--- src/hdl/ccbd_fifo.sv ---
// Short queue between the classifying front and the interpolating back.
module ccbd_fifo #(
  parameter int unsigned WIDTH = 8,
  parameter int unsigned DEPTH = 4
) (
  input  logic             clk_i,
  input  logic             rst_ni,
  input  logic             push_i,
  input  logic [WIDTH-1:0] wdata_i,
  input  logic             pop_i,
  output logic [WIDTH-1:0] rdata_o,
  output logic             full_o,
  output logic             empty_o
);

  localparam int unsigned AW = $clog2(DEPTH);

  logic [WIDTH-1:0] mem_q [DEPTH];
  logic [AW-1:0]    wp_q, wp_d, rp_q, rp_d;
  logic [AW:0]      cnt_q, cnt_d;

  assign full_o  = cnt_q == (AW+1)'(DEPTH);
  assign empty_o = cnt_q == '0;
  assign rdata_o = mem_q[rp_q];

  always_comb begin
    wp_d  = wp_q;
    rp_d  = rp_q;
    cnt_d = cnt_q;
    if (push_i) begin
      wp_d = (wp_q == AW'(DEPTH - 1)) ? '0 : wp_q + 1'b1;
    end
    if (pop_i) begin
      rp_d = (rp_q == AW'(DEPTH - 1)) ? '0 : rp_q + 1'b1;
    end
    if (push_i && !pop_i) begin
      cnt_d = cnt_q + 1'b1;
    end else if (pop_i && !push_i) begin
      cnt_d = cnt_q - 1'b1;
    end
  end

  always_ff @(posedge clk_i or negedge rst_ni) begin
    if (!rst_ni) begin
      wp_q  <= '0;
      rp_q  <= '0;
      cnt_q <= '0;
    end else begin
      wp_q  <= wp_d;
      rp_q  <= rp_d;
      cnt_q <= cnt_d;
    end
  end

  always_ff @(posedge clk_i) begin
    if (push_i) begin
      mem_q[wp_q] <= wdata_i;
    end
  end

endmodule

--- config.mk ---
export PLATFORM = sky130hd
export DESIGN_NAME = ccbd_fifo
export DESIGN_NICKNAME = d
export VERILOG_FILES = /design/src/hdl/ccbd_fifo.sv
export SDC_FILE = /design/constraint.sdc
export NUM_CORES = 1
export LEC_CHECK = 0
export ABC_AREA = 1
export BUFFER_PORTS_ARGS = -buffer_cell sky130_fd_sc_hd__buf_2
export CAP_MARGIN = 30
export CORE_MARGIN = 4
export CORE_UTILIZATION = 50
export DETAILED_ROUTE_END_ITERATION = 6
export PLACE_DENSITY = 0.73
export SLEW_MARGIN = 10
export SYNTH_ARGS = -nofsm -noshare
export SYNTH_HDL_FRONTEND = slang
export SYNTH_SLANG_ARGS = --single-unit
--- constraint.sdc ---
create_clock -name clk_i -period 1.25 [get_ports clk_i]
set_clock_uncertainty 0.05 [all_clocks]
set_input_delay 0.0625 -clock clk_i [delete_from_list [all_inputs] [get_ports clk_i]]
set_output_delay 0.0625 -clock clk_i [all_outputs]
set_load 0.01 [all_outputs]
# Word-level counts from Yosys, hierarchy flattened
# Memory sizes are Yosys's and may differ from the RTL's.
# Index checks and enable logic that the tools add are counted.
word_totals:
  reg_bits: 7
  ramBits: 32
  inputBits: 12
  out_inout_bits: 10
  elab_cells: 23
  n_memories: 1
memory_table:
  columns: ["name", "depth", "width", "read_ports", "rd_clocked_by_memory_dff", "write_ports", "line_no", "text"]
  rows:
  - ["mem_q", 4, 8, 1, 0, 1, "18", "logic [WIDTH-1:0] mem_q [DEPTH];"]
op_classes:
  addsub: 4
  eq_ne: 3
  mux: 6
  n_reduce_logical: 6
ops:
  columns: ["cell", "n"]
  rows:
  - ["3-bit 2-to-1 mux", 2]
  - ["2-bit by 1-bit adder with 2-bit output, second input constant", 2]
  - ["2-bit == test, second input constant", 2]
  - ["2-bit 2-to-1 mux", 2]
  - ["3-bit by 1-bit adder with 3-bit output, second input constant", 1]
  - ["3-bit == test, second input constant", 1]
  - ["3-bit zero test", 1]
  - ["3-bit by 1-bit subtractor with 3-bit output, second input constant", 1]
  - ["1-bit logical AND", 2]
  - ["1-bit zero test", 2]
  - ["1-bit 2-to-1 mux", 2]
  - ["2-bit nonzero test", 1]

# Logic depth before layout (Yosys ltp)
depth:
  ltp_word: 4
  ltp_mapped: 9
  mapped_depth_nobuf: 9

# Least setup slack after synthesis
# No wires, ideal clock.
synth_timing:
  path_type: "reg2reg"
  from: "reg cnt_q[0]"
  to: "reg cnt_q[2]"
  setup_ns: 0.117
  arrival_time_ns: 1.083
  required_time_ns: 1.083
  slack_ns: 0.000
  path_stages_with_launch: 6
  path_buffers: 0
  synth_period_minus_slack_ns: 1.250
  cell_sequence: "dfrtp_1 fa_1 nand2_1 nand3_1 nand2_1 nand2_1"
synth_between:
  elab_chain_cells: 3
  elab_cells_between_ends: 4
  classes_between: "2 x add/sub; 2 x mux"
synth_lines:
  columns: ["element", "line_no", "text"]
  rows:
  - ["from (decl)", "20", "logic [AW:0] cnt_q, cnt_d;"]
  - ["from (signal assigned)", "51", "cnt_q <= cnt_d;"]
  - ["3-bit by 1-bit subtractor with 3-bit output", "39", "cnt_d = cnt_q - 1'b1;"]
  - ["3-bit 2-to-1 mux", "38", "end else if (pop_i && !push_i) begin"]
  - ["3-bit 2-to-1 mux *", "36", "if (push_i && !pop_i) begin"]
# Every way passes the cells marked *; elsewhere a longest branch is shown, timed or not. The select of a mux whose other input is x is not followed.
# A chain may end at the register's enable or synchronous reset.

# Worst setup path in the final report
layout_timing:
  from: "reg rp_q[0]"
  to: "out rdata_o[6]"
layout_between:
  elab_chain_cells: 1
layout_lines:
  columns: ["element", "line_no", "text"]
  rows:
  - ["from (decl)", "19", "logic [AW-1:0] wp_q, wp_d, rp_q, rp_d;"]
  - ["from (signal assigned)", "50", "rp_q <= rp_d;"]
  - ["memory 4 x 8 bit", null, null]
  - ["to (decl)", "11", "output logic [WIDTH-1:0] rdata_o,"]
# Every way passes these cells.

==> impl_results.md <==
* WL final at 3450 um
* Switching Power at 0.00172 W
* Synthesized area at 1710 sq um
* R2r startpoint: cnt_q[1]$_DFFE_PN0P_
* Syn Inst Count at 144
* Initial core utilization at 54.1%
* Fin crit period at 1.53 ns
* Final setup violation count at 22
* Worst EP arrival at 1.42 ns
* First-pass GRT wire length at 5440 um
* Number of synthesized register bits at 39
* Drt wl/cell at 14.2 um
* Clock sinks at 39
* Status: finished, violations left
* Yosys top cell area share at 56.3%
* Die Ht at 66.4 um
* Fill cells at 219
* Clock group share of total power at 12.7%
* Yosys warns at 0
* Flop-to-flop setup slack at -0.05 ns
* CP Class: reg2out
* Final Non-Filler Cells at 243
* Placed insts at 217
* Initial drt markers at 41
* CTS Buffer Depth at 2
* Simple-gate portion of the synthesized area at 9.83%
* Clock Root Buffer: clkbuf_4
* Pwr/cell area at 2030 nW/um^2
* Max Freq at 652 MHz
* Largest family of logic cells by synthesized area: simple AND/OR/NAND/NOR gates
* Compound-cell area share of the yosys netlist at 8.51%
* Worst-margin pin slew at 0.187 ns
* WP data required at 1.14 ns
* Pleak at 1.00 nW
* IO buf count at 21
* Most frequent cells after synthesis: nand2_1 (39), edfxtp_1 (32), inv_1 (27), o211ai_1 (16), dfrtp_1 (7)
* Setup ws final at -0.283 ns
* I/O pins at 22
* Pin count of the biggest net entering global routing at 17
* Pre-Repair DR Iteration Count at 4
* Worst hold endpoint: rp_q[1]$_DFFE_PN0P_
* Period utilisation layout at 123%
* Total GRT Usage at 17.2%
* Final #Nets at 217
* Max VDD drop at 1190 uV
* Most frequent cell after synthesis: nand2_1
* Post-Syn Nets at 163
* Min-delay src: pop_i
* Ant diodes at 0
* Hold Fails Final Rpt at 0
* Leading area contributor after synthesis: edfxtp_1
* Grt ovf at 0
* CTS tree: done
* Max transition margin at 87.4%
* FF-to-FF End: cnt_q[2]$_DFFE_PN0P_
* Placer congestion estimate at 0.745
* Count of different cell masters after synthesis at 18
* Vias/cell at 4.93
* Initial antenna violation count at 0
* Core area at 3150 sq um
* Layout cell share with drive strength beyond 1 at 39.7%
* Avg Inst Size Synth at 11.8 sq um
* CP Launch Type: register
* Mux cell area share after synthesis at 0%
* Worst r2r path cells at 5
* Fin. max-slew vios at 0
* Hold Crit Class: in2reg
* RSZ-0062 raised after global routing: yes
* Comb pwr share at 45.6%
* ANT nets after route at 0
* Worst-path clk slew at 0.11 ns
* Synth Area in XOR/XNOR at 0.514%
* Vias in the first global route at 1259
* DIE WIDTH at 66.4 um
* Synth area leaders: edfxtp_1 (56%), dfrtp_1 (10%), nand2_1 (8.6%), o211ai_1 (7.0%), inv_1 (5.9%)
* Clock Latency Late Sink at 0.34 ns
* H-tree depth at 2
* Row count at 20
* DP Worst Slack at -0.0169 ns
* Top_reg_cell synth: edfxtp_1
* Sequential area share after synthesis at 66.6%
* Total of max-cap violations at 0
* DIE AREA at 4410 sq um
* Async set or reset register ratio after synthesis at 17.9%
* Via Count at 1199
* CP Capture Type: primary output
* Dpl hpwl at 2260 um
* P&R area growth vs syn at 35.5%
* Hold depth at 3
* Sequential share of power at 41.7%
* Synth Area in Adders at 5.58%
* P_int at 0.00298 W
* Crit Path Max Fanout at 16
* Violated checks: setup timing
* Sw Share at 36.6%
* Remaining DRCs at 0
* Post-synth EDFFs at 32
* Num CTS Buffers at 5
[worst max-delay path, cell delays in order, from the launching register on]
cell      delay [ns]
dfrtp_1         0.44
inv_4           0.13
buf_12          0.15
nand2_2         0.05
o211ai_1        0.08
nand2_1         0.08
buf_2           0.15
[registers in the layout (all words and copies together), names as in the netlist]
signal / count
cnt_q: 3
wp_q: 2
rp_q: 2
mem_q: 32
[how the worst max path moves through the flow]
stage	slack [ns]	end	cells past startpoint	from
2_1_floorplan	0.05	cnt_q[2]$_DFFE_PN0P_	5	cnt_q[0]$_DFFE_PN0P_
3_3_place_gp	0.04	mem_q[2][1]$_DFFE_PP_	5	wp_q[0]$_DFFE_PN0P_
3_5_place_dp	-0.02	mem_q[2][1]$_DFFE_PP_	5	wp_q[0]$_DFFE_PN0P_
4_1_cts	-0.26	rdata_o[6]	6	rp_q[0]$_DFFE_PN0P_
5_1_grt	-0.35	rdata_o[4]	5	rp_q[0]$_DFFE_PN0P_
6_report	-0.28	rdata_o[6]	6	rp_q[0]$_DFFE_PN0P_
[per-stage QoR]
| stage | hold WS (ns) | util (%) | power (W) | cell area [sq um] | TNS (ns) |
|---|---|---|---|---|---|
| final | 0.0128 | 73.3 | 0.00470 | 2310 | -2.20 |
| after CTS | 0.00818 | 69.2 | 0.00435 | 2180 | -2.34 |
| after global routing | 0.00957 | 73.3 | 0.00501 | 2310 | -4.30 |
| after floorplan | -0.283 | - | 0.00288 | 1710 | 0 |
| after detailed placement | -0.140 | 62.3 | 0.00357 | 1960 | -0.252 |
| after global placement | -0.147 | 62.3 | 0.00347 | 1960 | 0 |
[power groups by stage]
stage	Combinational [W]	Clock, W	Sequential, W
2_1_floorplan	0.00101	0	0.00187
3_3_place_gp	0.00155	0	0.00191
3_5_place_dp	0.00164	0	0.00193
4_1_cts	0.00182	0.000608	0.00192
5_1_grt	0.00235	0.000658	0.00200
6_report	0.00214	0.000595	0.00196
[final cells by class]
| class | instances | area, sq um | area share [%] |
|---|---|---|---|
| Clock buffer | 5 | 37.5 | 1.62 |
| Clock inverter | 3 | 15.0 | 0.650 |
| Inverter | 29 | 111 | 4.82 |
| Multi-Input combinational cell | 72 | 514 | 22.3 |
| Sequential cell | 39 | 1140 | 49.3 |
| Tap cell | 44 | 55.1 | 2.38 |
| Timing Repair Buffer | 51 | 438 | 18.9 |
[what timing repair did]
action | 4_1_cts | 5_1_grt
gates resized for setup | 14 | 25
setup buffers | 4 | 3
pin swaps | 2 | 7
endpoints found under the hold margin | 41 | 1
cloned | 0 | 1
endpoints found under the setup margin | 35 | 44
hold buffers | 10 | 1
[placed cells by master (no fill, tap or decap)]
cell type / n
buf_2: 21
clkbuf_16: 1
fa_2: 1
inv_1: 19
buf_12: 4
inv_4: 1
o21ai_0: 3
o211ai_1: 16
nand3_2: 1
dfrtp_2: 3
dfrtp_1: 4
inv_2: 9
ha_2: 2
ha_1: 1
nand2_2: 10
a21oi_1: 1
buf_6: 4
nor3_4: 2
clkbuf_4: 5
edfxtp_1: 32
dlygate4sd3_1: 10
clkinv_1: 2
o21ai_1: 1
buf_4: 11
ha_4: 3
clkinvlp_4: 1
xnor2_1: 1
nand4_1: 1
nand2_1: 29
[per-layer routing]
metal / track usage (%) / part of all wire [%]
met1: 18.6 / 39
met4: 8.12 / 2.6
met5: 0 / 0
met3: 4.25 / 4.0
met2: 31.0 / 55
[cells by family (layout without fill, tap and decap cells)]
group | after synthesis | in the layout
AOI/OAI and AO/OA | 21 | 21
xor gates and xnor gates | 1 | 1
adders and majority gates | 7 | 7
buffers and inverters | 33 | 88
DFF | 39 | 39
and+or+nand+nor | 43 | 43
Note: power is estimated with default switching activity, not from simulation.
