`src/hdl/ccbd_pkg.sv`:
```
// Shared types, constants and codes for the circular crop bilinear downscale core.
package ccbd_pkg;

  localparam int unsigned MaxCropDef  = 512;
  localparam int unsigned MaxWidthDef = 4096;
  localparam int unsigned MaxOutDef   = 512;

  localparam logic [12:0] FrameWidthRst = 13'd800;
  localparam logic [11:0] CropLeftRst   = 12'd122;
  localparam logic [11:0] CropTopRst    = 12'd44;
  localparam logic [8:0]  RadiusRst     = 9'd240;
  localparam logic [9:0]  OutSizeRst    = 10'd240;

  localparam logic [11:0] FrameRowMax = 12'd4095;

  // Mapping numerator width and the long division that also yields the Q0.16 fraction.
  localparam int unsigned NxW   = 21;
  localparam int unsigned DivW  = NxW + 16;
  localparam int unsigned CntW  = $clog2(DivW);
  localparam int unsigned RemW  = 12;
  localparam logic [23:0] White = 24'hFFFFFF;

  typedef enum logic [2:0] {
    CFG_FRAME_WIDTH = 3'd0,
    CFG_CROP_LEFT   = 3'd1,
    CFG_CROP_TOP    = 3'd2,
    CFG_RADIUS      = 3'd3,
    CFG_OUT_SIZE    = 3'd4
  } cfg_idx_e;

  typedef enum logic [1:0] {
    K_STORE = 2'd0,
    K_PASS  = 2'd1,
    K_BLEND = 2'd2
  } kind_e;

  typedef enum logic [1:0] {
    F_WAIT = 2'd0,
    F_LOAD = 2'd1,
    F_GEOM = 2'd2,
    F_PROC = 2'd3
  } front_st_e;

  typedef enum logic [2:0] {
    B_IDLE = 3'd0,
    B_EXEC = 3'd1,
    B_H    = 3'd2,
    B_V    = 3'd3,
    B_OUT  = 3'd4
  } back_st_e;

  // Saturated geometry derived from the configuration registers.
  typedef struct packed {
    logic [12:0] fw;
    logic [11:0] left;
    logic [11:0] top;
    logic [10:0] s;
    logic [10:0] m;
    logic [9:0]  half;
  } geo_t;

  // One classified pixel handed from the front to the back.
  typedef struct packed {
    kind_e       kind;
    logic [23:0] pix;
    logic [9:0]  col;
    logic [8:0]  ocol;
    logic [8:0]  orow;
    logic        last;
    logic [15:0] wx;
    logic [15:0] wy;
  } ent_t;

endpackage

```
`src/hdl/ccbd_front.sv`:
```
// Front: frame position tracking, circle mask, output target mapping and classification.
module ccbd_front (
  input  logic           clk_i,
  input  logic           rst_ni,
  input  ccbd_pkg::geo_t geo_i,
  input  logic           cfg_wr_i,
  input  logic           in_valid_i,
  output logic           in_ready_o,
  input  logic [23:0]    pix_i,
  input  logic           sof_i,
  output logic           push_o,
  output ccbd_pkg::ent_t ent_o,
  input  logic           full_i
);
  import ccbd_pkg::*;

  front_st_e st_q, st_d;

  logic [11:0]     fcol_q, fcol_d, frow_q, frow_d;
  logic [8:0]      ocol_q, ocol_d, orow_q, orow_d;
  logic            done_q, done_d, gok_q, gok_d, pend_q, pend_d;
  logic [23:0]     pix_q, pix_d;
  logic [CntW-1:0] cnt_q, cnt_d;
  logic [DivW-1:0] dvx_q, dvx_d, dvy_q, dvy_d, qx_q, qx_d, qy_q, qy_d;
  logic [RemW-1:0] remx_q, remx_d, remy_q, remy_d;

  logic              accept, in_win, pass, match, fw_wrap, geom_done;
  logic [11:0]       dcol, drow;
  logic [9:0]        c, r;
  logic signed [10:0] dx, dy;
  logic signed [21:0] dx2, dy2;
  logic [22:0]       rsq;
  logic [19:0]       hh;
  logic [23:0]       pix_m;
  logic [RemW-1:0]   den;
  logic [RemW:0]     tx, ty;
  logic              gex, gey;
  logic [NxW-1:0]    nx, ny;
  logic [NxW:0]      x0p1, y0p1;
  logic [9:0]        ocol_n, orow_n;

  always_comb begin
    accept    = (st_q == F_WAIT) && gok_q && in_valid_i;
    dcol      = fcol_q - geo_i.left;
    drow      = frow_q - geo_i.top;
    in_win    = (fcol_q >= geo_i.left) && (dcol < 12'(geo_i.s)) &&
                (frow_q >= geo_i.top) && (drow < 12'(geo_i.s));
    c         = dcol[9:0];
    r         = drow[9:0];
    dx        = $signed({1'b0, c}) - $signed({1'b0, geo_i.half});
    dy        = $signed({1'b0, r}) - $signed({1'b0, geo_i.half});
    dx2       = dx * dx;
    dy2       = dy * dy;
    rsq       = {1'b0, dx2[21:0]} + {1'b0, dy2[21:0]};
    hh        = geo_i.half * geo_i.half;
    pix_m     = (rsq > 23'(hh)) ? White : pix_q;
    pass      = geo_i.m == geo_i.s;
    x0p1      = (NxW+1)'(qx_q[DivW-1:16]) + 1'b1;
    y0p1      = (NxW+1)'(qy_q[DivW-1:16]) + 1'b1;
    match     = !done_q && (11'(ocol_q) < geo_i.m) && (11'(orow_q) < geo_i.m) &&
                ((NxW+1)'(c) == x0p1) && ((NxW+1)'(r) == y0p1);
    fw_wrap   = (13'(fcol_q) + 13'd1) >= geo_i.fw;
    ocol_n    = 10'(ocol_q) + 10'd1;
    orow_n    = 10'(orow_q) + 10'd1;
    // Restoring division of the numerator, extended by 16 fraction bits, by 2M.
    den       = {geo_i.m, 1'b0};
    tx        = {remx_q, dvx_q[DivW-1]};
    ty        = {remy_q, dvy_q[DivW-1]};
    gex       = tx >= {1'b0, den};
    gey       = ty >= {1'b0, den};
    nx        = NxW'(NxW'({ocol_q, 1'b1}) * NxW'(geo_i.s)) - NxW'(geo_i.m);
    ny        = NxW'(NxW'({orow_q, 1'b1}) * NxW'(geo_i.s)) - NxW'(geo_i.m);
    geom_done = cnt_q == CntW'(DivW - 1);
  end

  // Next state.
  always_comb begin
    st_d = st_q;
    case (st_q)
      F_WAIT: begin
        if (!gok_q) begin
          st_d = F_LOAD;
        end else if (accept) begin
          st_d = sof_i ? F_LOAD : F_PROC;
        end
      end
      F_LOAD: st_d = F_GEOM;
      F_GEOM: begin
        if (geom_done) begin
          st_d = pend_q ? F_PROC : F_WAIT;
        end
      end
      F_PROC: begin
        if (!(in_win && full_i)) begin
          st_d = F_WAIT;
        end
      end
      default: st_d = F_WAIT;
    endcase
    if (cfg_wr_i && (st_q == F_LOAD || st_q == F_GEOM)) begin
      st_d = F_LOAD;
    end
  end

  // Datapath and outputs.
  always_comb begin
    fcol_d = fcol_q;
    frow_d = frow_q;
    ocol_d = ocol_q;
    orow_d = orow_q;
    done_d = done_q;
    gok_d  = gok_q;
    pend_d = pend_q;
    pix_d  = pix_q;
    cnt_d  = cnt_q;
    dvx_d  = dvx_q;
    dvy_d  = dvy_q;
    qx_d   = qx_q;
    qy_d   = qy_q;
    remx_d = remx_q;
    remy_d = remy_q;
    push_o = 1'b0;
    in_ready_o = (st_q == F_WAIT) && gok_q;

    ent_o.kind = pass ? K_PASS : (match ? K_BLEND : K_STORE);
    ent_o.pix  = pix_m;
    ent_o.col  = c;
    ent_o.ocol = pass ? c[8:0] : ocol_q;
    ent_o.orow = pass ? r[8:0] : orow_q;
    ent_o.last = pass ? ((11'(c) == geo_i.s - 11'd1) && (11'(r) == geo_i.s - 11'd1))
                      : ((11'(ocol_q) == geo_i.m - 11'd1) &&
                         (11'(orow_q) == geo_i.m - 11'd1));
    ent_o.wx   = qx_q[15:0];
    ent_o.wy   = qy_q[15:0];

    case (st_q)
      F_WAIT: begin
        if (accept) begin
          pix_d  = pix_i;
          pend_d = 1'b1;
          if (sof_i) begin
            fcol_d = '0;
            frow_d = '0;
            ocol_d = '0;
            orow_d = '0;
            done_d = 1'b0;
            gok_d  = 1'b0;
          end
        end
      end
      F_LOAD: begin
        dvx_d  = {nx, 16'd0};
        dvy_d  = {ny, 16'd0};
        qx_d   = '0;
        qy_d   = '0;
        remx_d = '0;
        remy_d = '0;
        cnt_d  = '0;
      end
      F_GEOM: begin
        dvx_d  = dvx_q << 1;
        dvy_d  = dvy_q << 1;
        qx_d   = {qx_q[DivW-2:0], gex};
        qy_d   = {qy_q[DivW-2:0], gey};
        remx_d = gex ? RemW'(tx - {1'b0, den}) : tx[RemW-1:0];
        remy_d = gey ? RemW'(ty - {1'b0, den}) : ty[RemW-1:0];
        cnt_d  = cnt_q + 1'b1;
        if (geom_done) begin
          gok_d = 1'b1;
        end
      end
      F_PROC: begin
        if (!(in_win && full_i)) begin
          push_o = in_win;
          pend_d = 1'b0;
          if (in_win && !pass && match) begin
            gok_d = 1'b0;
            if (11'(ocol_n) >= geo_i.m) begin
              ocol_d = '0;
              if (11'(orow_n) >= geo_i.m) begin
                orow_d = '0;
                done_d = 1'b1;
              end else begin
                orow_d = orow_n[8:0];
              end
            end else begin
              ocol_d = ocol_n[8:0];
            end
          end
          if (fw_wrap) begin
            fcol_d = '0;
            if (frow_q < FrameRowMax) begin
              frow_d = frow_q + 12'd1;
            end
          end else begin
            fcol_d = fcol_q + 12'd1;
          end
        end
      end
      default: ;
    endcase
    if (cfg_wr_i) begin
      gok_d = 1'b0;
    end
  end

  always_ff @(posedge clk_i or negedge rst_ni) begin
    if (!rst_ni) begin
      st_q   <= F_WAIT;
      fcol_q <= '0;
      frow_q <= '0;
      ocol_q <= '0;
      orow_q <= '0;
      done_q <= 1'b0;
      gok_q  <= 1'b0;
      pend_q <= 1'b0;
      cnt_q  <= '0;
    end else begin
      st_q   <= st_d;
      fcol_q <= fcol_d;
      frow_q <= frow_d;
      ocol_q <= ocol_d;
      orow_q <= orow_d;
      done_q <= done_d;
      gok_q  <= gok_d;
      pend_q <= pend_d;
      cnt_q  <= cnt_d;
    end
  end

  always_ff @(posedge clk_i) begin
    pix_q  <= pix_d;
    dvx_q  <= dvx_d;
    dvy_q  <= dvy_d;
    qx_q   <= qx_d;
    qy_q   <= qy_d;
    remx_q <= remx_d;
    remy_q <= remy_d;
  end

endmodule

```
`config.mk`:
```
export PLATFORM = sky130hd
export DESIGN_NAME = ccbd_front
export DESIGN_NICKNAME = d
export VERILOG_FILES = /design/src/hdl/ccbd_pkg.sv /design/src/hdl/ccbd_front.sv
export SDC_FILE = /design/constraint.sdc
export NUM_CORES = 2
export LEC_CHECK = 0
export BUFFER_PORTS_ARGS = -buffer_cell sky130_fd_sc_hd__buf_2
export CORE_UTILIZATION = 65
export DETAILED_ROUTE_END_ITERATION = 12
export PLACE_DENSITY_LB_ADDON = 0.08
export SLEW_MARGIN = 20
export SYNTH_ARGS = -nofsm -noshare
export SYNTH_HDL_FRONTEND = slang
export SYNTH_SLANG_ARGS = --single-unit
```
`constraint.sdc`:
```
create_clock -name clk_i -period 28.5 [get_ports clk_i]
set_input_delay 1.425 -clock clk_i [delete_from_list [all_inputs] [get_ports clk_i]]
set_output_delay 1.425 -clock clk_i [all_outputs]
set_load 0.02 [all_outputs]
```
[Word level (Yosys, flattened, before mapping)]
Index checks and enable logic that the tools add are counted.
Cells by class
  add/subtract/negate cells: 19
  $mul: 5
  $lt $le $gt $ge: 13
  equal/unequal tests: 27
  muxes and demuxes: 60
  reductions and logical operators: 31
Operators by type and width (count)
  $pmux W37 S2: 4
  $mux W12: 9
  $mux W9: 11
  $pmux W12 S2: 4
  $sub A12 B12 Y12: 4
  $add A21 B1 Y22 const B: 2
  $eq A10 B22 Y1: 2
  $mul A11 B11 Y22: 2
  $mul A10 B11 Y21: 2
  $sub A21 B11 Y21: 2
  $pmux W9 S2: 2
  $ge A13 B12 Y1: 2
  $add A12 B1 Y12 const B: 2
  $ge A12 B12 Y1: 2
  $lt A12 B11 Y1: 2
  $mux W24: 1
  $add A22 B22 Y23: 1
  $gt A23 B20 Y1: 1
  $eq A10 B11 Y1: 2
  $eq A9 B11 Y1: 2
  $ge A10 B11 Y1: 2
  $lt A9 B11 Y1: 2
  $sub A10 B10 Y11: 2
  $sub A11 B1 Y11 const B: 2
  other kinds (32): 88
Storage, ports and cells
  register bits after elaboration: 249
  bits of input ports: 99
  output and inout bits: 89

[Depth between registers and ports, before layout]
  depth in word-level cells: 11
  gate-level depth with buffers: 53
  mapped depth without buffers: 51

[Least setup slack after synthesis]
No wires, ideal clock.
  path type: input-to-output
  start: in geo_i[44] (netlist name)
  end: out ent_o[64] (netlist name)
  arrival time: 11.849 ns
  data required time: 27.075 ns
  path slack: 15.226 ns
  stages on the path: 45
  path buffers: 2
  cells stage by stage: ha_1 fa_1 nand2b_1 a211oi_1 mux2i_1 o2111ai_1 ha_1 a21o_1 a21o_1 a31o_2 clkbuf_1 clkinv_1 nand2_1 inv_1 fa_1 inv_1 fa_1 inv_1 (+9 left out) o21a_1 nor2_1 ha_1 and2_1 a31oi_1 nand3b_1 a21oi_1 xnor2_1 ha_1 nand4b_1 nor2_1 a41oi_1 a21o_1 a31oi_1 nand2_1 o41ai_2 clkbuf_1 nand2b_1
RTL lines
  start, declared: RTL line ccbd_front.sv:5  | input ccbd_pkg::geo_t geo_i,
  end, declared: RTL line ccbd_front.sv:12  | output ccbd_pkg::ent_t ent_o,

==> metrics.md <==
| Metric | Value |
|---|---|
| M1 wire length | `37.0 mm` |
| Syn_nets | `roughly 5100` |
| Most used cell, CP | `fa_1` |
| Final worst path period share | `50.2%` |
| DRT Pass-1 Iters | `5` |
| Layout cell share with drive strength beyond 1 | `under 10%` |
| Antenna Cells | `0` |
| Final wirelength | `87.8 mm` |
| Full die area | `~57000 um2` |
| Sum Neg Setup Slack | `0 ns` |
| Worst-skew pair later-pin latency | `0.59 ns` |
| Gr ovfl total | `0` |
| H-Tree Depth | `1` |
| Number of synthesized flops with an enable pin | `163` |
| Io pins | `188` |
| Clk buf depth | `3` |
| Vias in the first global route | `between 20000 and 30000` |
| Initial antenna violation count | `1` |
| CTS sink cnt | `216` |
| Final Hold Viols | `0` |
| Sequential area share after synthesis | `roughly 17%` |
| Vias per cell | `~5.7` |
| Number of core rows | `86` |
| Status | `complete, no violations` |
| Hold Crit Class | `register to register` |
| ANT nets after route | `0` |
| Synth warnings | `0` |
| MaxCap Viol Count | `0` |
| Rel. slew slack | `24.6%` |
| Synth area leaders | `fa_1, ha_1, edfxtp_1` |
| Worst EP required | `27.07 ns` |
| Vias | `about 28000` |
| Crit path arrival time | `12.88 ns` |
| Detailed placement HPWL | `around 70 mm` |
| CP Max Fanout | `24` |
| Crit Path Category | `input port to output port` |
| Starting Density | `65.8%` |
| CORE AREA | `55200 um2` |
| Setup violators final | `0` |
| # nets final | `5161` |
| Met3 WL post-DR | `6.14 mm` |
| Leading area contributor after synthesis | `fa_1` |
| Number of distinct library cells after synthesis | `89` |
| Slew at the pin closest to its max-slew limit | `around 1.1 ns` |
| Cells after synthesis | `4078` |
| Skew final | `~0.027 ns` |
| Gr usage total | `31.5%` |
| Initial DRC Count | `1841` |
| Hold-fix buffers at CTS | `0` |
| CTS resizes | `0` |
| Main flop type after synthesis | `edfxtp_1` |
| Fmax | `approximately 70 MHz` |
| Ys async rst share | `24.5%` |
| FF+latch count, synth | `216` |
| GP Congestion | `0.958` |
| CTS Buf Count | `27` |
| Routed wl met2 | `between 40 and 50 mm` |
| CTS tree | `built` |
| Synth top cells by count | `inv_1, ha_1, fa_1` |
| First-pass GRT wire length | `143 mm` |
| Synth Cell Area | `about 36000 um2` |
| RSZ-0062 raised after global routing | `no` |
| Top-count cell post-synth | `inv_1` |
| Post-CTS Setup Repair Bufs | `0` |
| DRC | `0` |
| Post-synth top area share | `23.0%` |
| CP Capture Type | `output port` |
| Fin. max-slew vios | `0` |
| CP peak stage delay | `0.61 ns` |
| WL per Instance | `17.7 um` |
| Die W | `238 um` |
| PortBufs | `187` |
| Slowest CP cell | `xor2_1` |
| Largest net degree at the start of global routing | `a little under 80` |
| Top sig layer | `met5` |
| Worst Setup Start Kind | `input port` |
| Syn-to-layout area delta | `6.80%` |
| Clk slew on worst S/H paths | `roughly 0.06 ns` |
| # fillers | `4475` |
| Min Tclk post-route | `around 14 ns` |
| Synth Area per Inst | `8.91 um2` |
| Die height | `238 um` |
| Root Buffer | `clkbuf_16` |
-- state kept, by name, indices dropped and copies added (netlist names), 2 cells and up --
| name | cells |
|---|---|
| cnt_q | 6 |
| dvx_q | 20 |
| dvy_q | 21 |
| fcol_q | 12 |
| frow_q | 12 |
| ocol_q | 9 |
| orow_q | 9 |
| pix_q | 24 |
| qx_q | 37 |
| qy_q | 37 |
| remx_q | 12 |
| remy_q | 12 |
| st_q | 2 |
-- cell usage in the layout (no fill, tap or decap), types with 11 or more instances in the layout --
cell	synthesis	layout
inv_1	733	733
ha_1	463	461
fa_1	418	418
nand2_1	393	393
nor2_1	283	282
buf_2	9	187
edfxtp_1	163	163
and2_1	147	147
xnor2_1	147	147
o21ai_0	138	138
a21oi_1	122	122
nand3_1	95	95
xor2_1	93	93
nand2b_1	66	66
a21o_1	58	58
nor3_1	56	55
dfrtp_1	53	53
nor2b_1	42	42
nand4_1	33	33
o21a_1	33	33
and3_1	33	33
or3_1	27	27
clkbuf_16	0	27
o31ai_1	26	26
buf_4	33	26
a211oi_1	20	20
o211ai_1	20	20
nor4_1	19	19
or2_2	17	17
a31oi_1	16	16
mux2i_1	14	14
a22o_1	13	13
a21boi_0	12	12
o21ai_1	11	11
-- worst max-delay path: cells and delay by family --
family	cells	cell delay (ns)
simple gates	10	1.55
buf+inv	8	1.24
fa+ha+maj	11	4.27
compound gates	18	3.12
xor+xnor	3	1.23
-- logic make-up (layout without fill, tap and decap cells) --
kind of cell	count (synthesis)	count (layout)	share of synthesized area [%]
multiplexers	33	33	1.07
XOR/XNOR	245	245	6.10
AND/OR/NAND/NOR	1259	1259	17.0
AO/OA/AOI/OAI	562	562	10.2
adder cells (fa/ha/maj)	881	881	39.0
buffers and inverters	882	1006	9.51
flip-flops	216	216	17.1
-- cell type report --
cell class                      count  area, um2  area share (%)
Tap cell                          748        936            2.41
Inverter                          743       2790            7.19
Clock inverter                     20        327           0.842
Clock buffer                       30        697            1.80
Multi-Input combinational cell   2980      26700            68.8
Timing Repair Buffer              213       1130            2.92
Sequential cell                   216       6220            16.0
-- routing by layer --
| layer | GRT usage, % | vias to the layer above |
|---|---|---|
| met5 | 0 | - |
| met4 | 8.12 | 2 |
| met3 | 4.59 | 160 |
| met2 | 53.3 | 912 |
| met1 | 42.5 | 13600 |
| li1 | - | 13600 |
-- path summary, 6_finish.rpt --
| kind | startpoint | to | slack, ns | cells after the start |
|---|---|---|---|---|
| max | geo_i[32] | ent_o[65] | 14.20 | 50 |
| min | pend_q$_DFFE_PN0P_ | pend_q$_DFFE_PN0P_ | 0.51 | 2 |
| min in group asynchronous | rst_ni | fcol_q[10]$_DFFE_PN0P_ | 0.99 | 2 |
| max in group asynchronous | rst_ni | orow_q[7]$_DFFE_PN0P_ | 26.99 | 2 |
| min reg2reg | pend_q$_DFFE_PN0P_ | pend_q$_DFFE_PN0P_ | 0.51 | 2 |
| max reg2reg | ocol_q[1]$_DFFE_PN0P_ | dvx_q[36]$_DFFE_PN_ | 22.01 | 18 |
-- stage by stage --
step	cells	area (um2)	util (%)	hold slack (ns)	setup WS, ns
after floorplan	4078	36300	-	0.469	15.23
after global placement	4899	37800	68.4	0.494	14.64
after detailed placement	4899	37800	68.4	0.506	14.34
after CTS	4949	38800	70.3	0.519	14.28
after global routing	4950	38800	70.3	0.547	13.25
final	4950	38800	70.3	0.514	14.20
Power is not shown: default switching activity piles up to over one toggle a cycle in this logic, so the estimate is an artifact.
